### config.mk
export PLATFORM = sky130hd
export DESIGN_NAME = dbhl_div_flat
export DESIGN_NICKNAME = d
export VERILOG_FILES = /design/src/sv/dbhl_pkg.sv /design/src/sv/dbhl_if.sv /design/src/sv/dbhl_div.sv /design/src/flat_wrapper.sv
export SDC_FILE = /design/constraint.sdc
export NUM_CORES = 2
export LEC_CHECK = 0
export ABC_AREA = 1
export BUFFER_PORTS_ARGS = -buffer_cell sky130_fd_sc_hd__buf_4
export CAP_MARGIN = 20
export CORE_ASPECT_RATIO = 0.5
export CORE_MARGIN = 10
export CORE_UTILIZATION = 57
export DETAILED_ROUTE_END_ITERATION = 7
export PLACE_DENSITY_LB_ADDON = 0.3
export SYNTH_ARGS = -nofsm -noshare
export SYNTH_HDL_FRONTEND = slang
export SYNTH_SLANG_ARGS = --single-unit
export TNS_END_PERCENT = 30
### constraint.sdc
create_clock -name clk -period 13.4 [get_ports clk]
set_clock_uncertainty 0.1 [all_clocks]
set_input_delay 1.34 -clock clk [delete_from_list [all_inputs] [get_ports clk]]
set_output_delay 1.34 -clock clk [all_outputs]
set_load 0.005 [all_outputs]
### src/sv/dbhl_pkg.sv
`timescale 1ns / 1ps
// Package for the terrain height lookup: field widths, register indexes,
// item kinds and the control struct passed to the divider.
// No dependencies.
package dbhl_pkg;

	// Field widths
	localparam int LON_W      = 33;
	localparam int LAT_W      = 32;
	localparam int PPD_W      = 28;
	localparam int DIM_W      = 13;
	localparam int LD_ADDR_W  = 21;
	localparam int POST_W     = 16;
	localparam int HEIGHT_W   = 24;
	localparam int CFG_IDX_W  = 3;
	localparam int CFG_DATA_W = 33;
	// Grid address: row index times stride plus column, up to 4095 * 4096 + 4095
	localparam int GADDR_W    = 25;
	// Post index taken from the product of offset and posts-per-degree
	localparam int IDX_W      = 22;
	// Column or row index inside a legal tile
	localparam int POS_W      = 12;

	// Item kinds
	localparam logic KIND_LOAD  = 1'b0;
	localparam logic KIND_QUERY = 1'b1;

	// Register indexes
	localparam logic [CFG_IDX_W-1:0] CFG_CORNER_LON = 3'd0;
	localparam logic [CFG_IDX_W-1:0] CFG_CORNER_LAT = 3'd1;
	localparam logic [CFG_IDX_W-1:0] CFG_LON_PPD    = 3'd2;
	localparam logic [CFG_IDX_W-1:0] CFG_LAT_PPD    = 3'd3;
	localparam logic [CFG_IDX_W-1:0] CFG_SAMPLES    = 3'd4;
	localparam logic [CFG_IDX_W-1:0] CFG_LINES      = 3'd5;

	// Register reset values
	localparam logic [LON_W-1:0] RST_CORNER_LON = 33'd0;
	localparam logic [LAT_W-1:0] RST_CORNER_LAT = 32'd16777216;
	localparam logic [PPD_W-1:0] RST_PPD        = 28'd78643200;
	localparam logic [DIM_W-1:0] RST_DIM        = 13'd1201;

	// No-data marker and output saturation limits
	localparam logic [POST_W-1:0]   NULL_POST  = 16'h8000;
	localparam logic [HEIGHT_W-1:0] HEIGHT_MAX = 24'h7FFFFF;
	localparam logic [HEIGHT_W-1:0] HEIGHT_MIN = 24'h800000;

	// Per-item control that rides along with the divider
	typedef struct packed {
		logic ok;
		logic neg;
	} div_ctl_t;

endpackage

### src/sv/dbhl_if.sv


interface dbhl_rsp_if;
	logic                                  valid;
	logic                                  ready;
	logic signed [dbhl_pkg::HEIGHT_W-1:0]  height;
	logic                                  height_valid;
	modport source (output valid, height, height_valid, input ready);
	modport sink (input valid, height, height_valid, output ready);
endinterface


### src/sv/dbhl_div.sv
`timescale 1ns / 1ps
// Pipelined signed divider: weighted sum times 256 over weight sum, one
// quotient bit per stage, then saturation into the result register.
// Depends on dbhl_pkg and dbhl_if.
module dbhl_div #(
	parameter int FRAC_BITS = 16
) (
	input  logic                                 clk,
	input  logic                                 arst_n,
	input  logic                                 in_valid,
	output logic                                 in_ready,
	input  logic signed [FRAC_BITS+21:0]         in_num,
	input  logic signed [FRAC_BITS+5:0]          in_den,
	input  logic                                 in_ok,
	dbhl_rsp_if.source                           rsp
);

	localparam int NUMW = FRAC_BITS + 22;
	localparam int DENW = FRAC_BITS + 6;
	localparam int MW   = FRAC_BITS + 30;
	localparam int QB   = dbhl_pkg::HEIGHT_W;
	localparam int LAST = QB + 1;

	logic                          v_s   [LAST+1];
	logic                          en_s  [LAST+1];
	logic [MW-1:0]                 rem_s [LAST+1];
	logic [DENW-1:0]               dm_s  [LAST+1];
	logic [QB-1:0]                 q_s   [LAST+1];
	logic                          ovf_s [LAST+1];
	dbhl_pkg::div_ctl_t            ctl_s [LAST+1];

	logic                          en_out;
	logic                          valid_q;
	logic [QB-1:0]                 height_q;
	logic                          hv_q;

	logic [NUMW-1:0]               num_abs;
	logic [DENW-1:0]               den_abs;
	logic [QB-1:0]                 h_c;

	assign en_out   = !valid_q || rsp.ready;
	assign in_ready = en_s[0];

	// Magnitudes for the unsigned divide
	assign num_abs = in_num[NUMW-1] ? NUMW'(-in_num) : NUMW'(in_num);
	assign den_abs = in_den[DENW-1] ? DENW'(-in_den) : DENW'(in_den);

	genvar j;
	generate
		for (j = 0; j <= LAST; j++) begin : g_stage
			if (j == LAST) begin : g_en_last
				assign en_s[j] = !v_s[j] || en_out;
			end else begin : g_en
				assign en_s[j] = !v_s[j] || en_s[j+1];
			end

			if (j == 0) begin : g_v0
				always_ff @(posedge clk or negedge arst_n) begin
					if (!arst_n) begin
						v_s[j] <= 1'b0;
					end else if (en_s[j]) begin
						v_s[j] <= in_valid;
					end
				end
			end else begin : g_vn
				always_ff @(posedge clk or negedge arst_n) begin
					if (!arst_n) begin
						v_s[j] <= 1'b0;
					end else if (en_s[j]) begin
						v_s[j] <= v_s[j-1];
					end
				end
			end

			if (j == 0) begin : g_abs
				always_ff @(posedge clk) begin
					if (en_s[j]) begin
						rem_s[j]     <= {num_abs, 8'b0};
						dm_s[j]      <= den_abs;
						q_s[j]       <= '0;
						ovf_s[j]     <= 1'b0;
						ctl_s[j].ok  <= in_ok && (in_den != '0);
						ctl_s[j].neg <= in_num[NUMW-1] ^ in_den[DENW-1];
					end
				end
			end else if (j == 1) begin : g_ovf
				// Quotient would need more than QB bits
				always_ff @(posedge clk) begin
					if (en_s[j]) begin
						rem_s[j] <= rem_s[j-1];
						dm_s[j]  <= dm_s[j-1];
						q_s[j]   <= '0;
						ovf_s[j] <= rem_s[j-1] >= {dm_s[j-1], {QB{1'b0}}};
						ctl_s[j] <= ctl_s[j-1];
					end
				end
			end else begin : g_bit
				localparam int K = LAST - j;
				logic [MW-1:0] trial;
				logic          ge;
				assign trial = MW'(dm_s[j-1]) << K;
				assign ge    = rem_s[j-1] >= trial;
				always_ff @(posedge clk) begin
					if (en_s[j]) begin
						rem_s[j] <= ge ? (rem_s[j-1] - trial) : rem_s[j-1];
						dm_s[j]  <= dm_s[j-1];
						q_s[j]   <= q_s[j-1] | (ge ? (QB'(1) << K) : '0);
						ovf_s[j] <= ovf_s[j-1];
						ctl_s[j] <= ctl_s[j-1];
					end
				end
			end
		end
	endgenerate

	// Sign and saturation
	always_comb begin
		if (!ctl_s[LAST].neg) begin
			h_c = (ovf_s[LAST] || q_s[LAST][QB-1]) ? dbhl_pkg::HEIGHT_MAX : q_s[LAST];
		end else begin
			h_c = (ovf_s[LAST] || (q_s[LAST] > dbhl_pkg::HEIGHT_MIN)) ?
				dbhl_pkg::HEIGHT_MIN : QB'(-q_s[LAST]);
		end
	end

	// Result register
	always_ff @(posedge clk or negedge arst_n) begin
		if (!arst_n) begin
			valid_q <= 1'b0;
		end else if (en_out) begin
			valid_q <= v_s[LAST];
		end
	end

	always_ff @(posedge clk) begin
		if (en_out) begin
			height_q <= ctl_s[LAST].ok ? h_c : '0;
			hv_q     <= ctl_s[LAST].ok;
		end
	end

	assign rsp.valid        = valid_q;
	assign rsp.height       = height_q;
	assign rsp.height_valid = hv_q;

	// Checks
	a_invalid_zero: assert property (@(posedge clk) disable iff (!arst_n)
		rsp.valid && !rsp.height_valid |-> rsp.height == '0)
		else $error("invalid result with nonzero height");

	a_entry_full: assert property (@(posedge clk) disable iff (!arst_n)
		!in_ready |-> v_s[0])
		else $error("divider refuses with an empty entry stage");

endmodule

### src/flat_wrapper.sv
// flat-port wrapper written by rule: the top's interface ports become plain ports
module dbhl_div_flat 
#(
	parameter int FRAC_BITS = 16
)
  (clk, arst_n, in_valid, in_ready, in_num, in_den, in_ok, rsp_valid, rsp_height, rsp_height_valid, rsp_ready);
  dbhl_rsp_if rsp_i ();
  input  logic clk;
  input  logic arst_n;
  input  logic in_valid;
  output logic in_ready;
  input  logic signed [FRAC_BITS+21:0] in_num;
  input  logic signed [FRAC_BITS+5:0] in_den;
  input  logic in_ok;
  output wire logic [$bits(rsp_i.valid)-1:0] rsp_valid;
  output wire logic [$bits(rsp_i.height)-1:0] rsp_height;
  output wire logic [$bits(rsp_i.height_valid)-1:0] rsp_height_valid;
  input wire logic [$bits(rsp_i.ready)-1:0] rsp_ready;
  assign rsp_valid = rsp_i.valid;
  assign rsp_height = rsp_i.height;
  assign rsp_height_valid = rsp_i.height_valid;
  assign rsp_i.ready = rsp_ready;
  dbhl_div #(.FRAC_BITS(FRAC_BITS)) u_core (.clk(clk), .arst_n(arst_n), .in_valid(in_valid), .in_ready(in_ready), .in_num(in_num), .in_den(in_den), .in_ok(in_ok), .rsp(rsp_i));
endmodule
# == Word level (Yosys, flattened, before mapping) ==
# Memories as Yosys holds them, arrays and structs flattened.
# Index checks and enable logic that the tools add are counted.
# word_totals
mem_bits_rw,2470
ff_bits,52
elab_cells,275
input_bits,65
out_inout_bits,27
n_memories,5
# classes
reduce_logical,58
magnitude_cmp,26
muxes,105
add_sub_neg,27
bitwise_logic,25
# memory_table
name,words,width,read_ports,rd_ports_with_merged_regs,write_ports,line_no,text
u_core.rem_s,26,46,25,0,26,dbhl_div.sv:26,logic [MW-1:0] rem_s [LAST+1];
u_core.q_s,26,24,25,0,26,dbhl_div.sv:28,logic [QB-1:0] q_s [LAST+1];
u_core.dm_s,26,22,25,0,26,dbhl_div.sv:27,logic [DENW-1:0] dm_s [LAST+1];
u_core.ctl_s,26,2,26,0,26,dbhl_div.sv:30,dbhl_pkg::div_ctl_t ctl_s [LAST+1];
u_core.ovf_s,26,1,25,0,26,dbhl_div.sv:29,logic ovf_s [LAST+1];
# ops
operator,count
two-way mux 46 bit,24
bitwise OR 24 bit,24
two-way mux 24 bit,4
two-way mux 1 bit,53
greater-or-equal comparator 46 x 22 -> 1 bit,1
greater-or-equal comparator 46 x 23 -> 1 bit,1
greater-or-equal comparator 46 x 24 -> 1 bit,1
greater-or-equal comparator 46 x 25 -> 1 bit,1
greater-or-equal comparator 46 x 26 -> 1 bit,1
greater-or-equal comparator 46 x 27 -> 1 bit,1
greater-or-equal comparator 46 x 28 -> 1 bit,1
greater-or-equal comparator 46 x 29 -> 1 bit,1
greater-or-equal comparator 46 x 30 -> 1 bit,1
greater-or-equal comparator 46 x 31 -> 1 bit,1
greater-or-equal comparator 46 x 32 -> 1 bit,1
greater-or-equal comparator 46 x 33 -> 1 bit,1
greater-or-equal comparator 46 x 34 -> 1 bit,1
greater-or-equal comparator 46 x 35 -> 1 bit,1
greater-or-equal comparator 46 x 36 -> 1 bit,1
greater-or-equal comparator 46 x 37 -> 1 bit,1
greater-or-equal comparator 46 x 38 -> 1 bit,1
greater-or-equal comparator 46 x 39 -> 1 bit,1
greater-or-equal comparator 46 x 40 -> 1 bit,1
greater-or-equal comparator 46 x 41 -> 1 bit,1
other kinds (61),116

# == Depth between registers and ports, before layout ==
# depth
word_depth,30
ltp_mapped,19
mapped_depth_nobuf,18

# == Worst setup path before layout ==
# Ideal clock, no wire load.
# synth_timing
path_kind,input port to output port
from,input port rsp_ready
to,output port in_ready
required_time_ns,11.960
path_buffers,0
path_stages,14
path_slack_ns,2.202
arrival_time_ns,9.758
path_cell_list,inv_1 nand4_4 nor2_4 nand4_4 nor2_4 nand4_4 nor2_4 nand4_4 nor2_4 nand4_4 nor2_4 nand4_4 nor2_8 nand4_4
# synth_rtl
item,line_no,text
start: declaration,flat_wrapper.sv:18,input wire logic [$bits(rsp_i.ready)-1:0] rsp_ready;
end: declaration,flat_wrapper.sv:11,output logic in_ready;

==> impl_results.md <==
- Htree depth: 4
- Final period utilization: 55.9%
- Largest net degree at the start of global routing: 89
- Crit Path Max Fanout: 31
- Kind of start point of the critical path: primary input
- Antenna Violating Nets Remaining: 0
- Worst rel slew slack: 33.1%
- Pins Over Slew Limit: 0
- Port Buffer Count: 91
- Mapped Area: 103000 um2
- HPWL Detailed: 177000 um
- Final WL: 226000 um
- Crit path arrival time: 6.06 ns
- Initial antenna violation count: 1
- Effective utilization at floorplan: 57.3%
- Die Area: 199000 um2
- GPL Wtd Cong: 0.961
- Die height: 320 um
- Worst Setup End Kind: output port
- Post-route DRC violation count: 0
- Synthesis-stage register bit count: 1957
- Maximum VDD drop: 0.000125 V
- WL/cell: 17.7 um
- Root Driver: clkbuf_16
- GRT Util Overall: 22.1%
- Die Width: 621 um
- Syn_nets: 10700
- Static leakage: 44.6 nW
- Area post-placement: 106000 um2
- Initial drt markers: 4520
- Core footprint: 180000 um2
- CTS Hold Bufs: 0
- Setup bufs post-CTS: 0
- Avg Cell Area, Syn: 10.3 um2
- Share of cells above drive strength 1: 5.24%
- Vias: 69700
- MaxCap Viol Count: 0
- Overflow after GRT: 0
- CTS buffer count: 179
- Synth Instances: 10000
- Final setup fails: 0
- CTS tree: built
- Worst EP required: 11.96 ns
- CTS clk-pin slew, worst paths: 0.07 ns
- Io pins: 92
- Area grow syn2layout: 9.06%
- Outcome: completed
- Unrepaired setup endpoints after global routing: false
- Slew @ Worst Pin: 1.00 ns
- Number of global-route vias before repair: 69900
- Register area share after synthesis: 57.0%
- Total power divided by cell area: 244 nW/um2
- Post-route minimum period: 7.50 ns
- YS warnings: 0
- Via density: 5.46
- Post-synth EDFFs: 1930
- Clock Tree Buf Depth: 4
- Ys flop type: edfxtp_1
- Setup CP Type: in -> out
- Final hold vios: 0
- Total negative slack: 0 ns
- Fin nets: 10900
- Router iterations before antenna repair: 7
- HP Class: reg -> reg
- Final Cell Area: 112000 um2
- First-pass GRT wire length: 355000 um
- Netlist cell types: 72
- Max frequency: 0.133 GHz
- Core Rows: 110
- Clock latency on the worst-skew pair: 0.83 ns
- Fraction of registers with async set or reset after synthesis: 1.38%
- CTS sink cnt: 1957
- Number of gates resized after cts: 0
## cells in the final DEF (no fill, tap or decap), types with 140 or more instances in the layout
master,instances
edfxtp_1,1930
nand4_1,140
xnor2_1,385
inv_1,1475
a21oi_1,692
ha_1,552
xor2_1,367
o21ai_0,788
clkbuf_16,182
nor2_1,925
nor3_1,175
nand2_1,1539
nand3_1,231
## metrics by stage
step / hold WS [ns] / utilization [%] / power, mW / cells / worst slack, ns
2_1_floorplan: 0.300 / - / 19.1 / 10000 / 2.20
3_3_place_gp: 0.300 / 59.2 / 22.1 / 12400 / 5.95
3_5_place_dp: 0.305 / 59.2 / 22.4 / 12400 / 5.83
4_1_cts: 0.300 / 62.3 / 27.4 / 12700 / 5.77
5_1_grt: 0.310 / 62.4 / 29.3 / 12800 / 5.40
6_report: 0.309 / 62.5 / 27.4 / 12800 / 5.90
## cells by family (layout without fill, tap and decap cells)
group	after synthesis	count (layout)	synth area share, %
adder cells (fa/ha/maj)	575	575	7.16
AO/OA/AOI/OAI	1867	1867	10.0
flip-flops	1957	1957	57.0
XOR/XNOR	752	752	6.40
other	0	2	0
AND/OR/NAND/NOR	3247	3247	13.5
buffers and inverters	1614	1945	5.97
## worst paths after layout
path | from | to | slack, ns | cells after the start
worst max-delay path | rsp_ready | in_ready | 5.90 | 16
worst min-delay path | u_core.q_s[5][51] | u_core.q_s[5][75] | 0.31 | 0
worst max register to register | u_core.rsp.valid | u_core.dm_s[0][20] | 7.92 | 14
worst min register to register | u_core.q_s[5][51] | u_core.q_s[5][75] | 0.31 | 0
max in group asynchronous | arst_n | u_core.v_s[0] | 12.42 | 1
min in group asynchronous | arst_n | u_core.v_s[24] | 0.34 | 1
## metal layers
layer	global-route usage, %	share of wire, %	vias up
met1	23.8	38	32500
met5	0	0	-
li1	-	-	34900
met2	42.1	52	1630
met4	11.5	5.9	0
met3	2.97	3.7	635
## cell usage after synthesis (12+ instances only)
cell type	number	area share (%)
nand2_1	1544	5.6
nand3_1	236	1.1
a211oi_1	15	0.11
buf_4	12	0.088
o21ai_2	20	0.17
a31oi_1	78	0.47
nor2_1	926	3.4
ha_1	552	6.7
o21a_1	31	0.23
a21oi_1	692	3.4
o21bai_1	22	0.16
inv_1	1481	5.4
nor3_1	175	0.85
nand4_1	140	0.85
fa_1	23	0.45
xnor2_1	385	3.3
or2_2	55	0.33
dfrtp_1	27	0.66
xor2_1	367	3.1
a21o_1	29	0.21
o21ai_0	788	3.8
a21boi_1	12	0.088
clkbuf_1	78	0.28
o211ai_1	36	0.26
nor4_1	96	0.58
o221ai_1	21	0.18
o21ai_1	25	0.12
o2111ai_1	22	0.19
buf_2	33	0.16
o31ai_1	14	0.10
edfxtp_1	1930	56
## report_power, final
part	total (mW)	leakage [nW]	switching [mW]	internal [mW]
Sequential	10.9	19.4	1.31	9.59
Combinational	11.5	22.6	7.21	4.28
Clock	4.96	2.68	2.22	2.74
## state kept, by name, indices dropped and copies added, names as in the netlist
name,flops
u_core.rem_s,978
u_core.ovf_s,25
u_core.rsp.valid,1
u_core.rsp.height,24
u_core.q_s,300
u_core.rsp.height_valid,1
u_core.ctl_s,52
u_core.v_s,26
u_core.dm_s,550
## critical path: stages
cell and delay [ns]:
buf_4 0.11, inv_1 0.12, nand4_4 0.44, nor2_4 0.42, nand4_4 0.42, nor2_4 0.39, nand4_4 0.28, nor2_4 0.32
nand4_4 0.15, nor2_4 0.25, nand4_4 0.28, nor2_4 0.28, nand4_4 0.15, nor2_8 0.19, nand4_4 0.51, buf_4 0.36
## cell type report
cell class | instances | area (um2)
multi-input cells | 6441 | 38200
diodes | 2 | 5.00
fillers | 14400 | 67500
flip-flops and latches | 1957 | 58600
clock inverters | 89 | 785
clock buffers | 222 | 4730
inverters | 1489 | 5590
well taps | 2408 | 3010
repair buffers | 145 | 1260
Note: power is estimated with default switching activity, not from simulation.
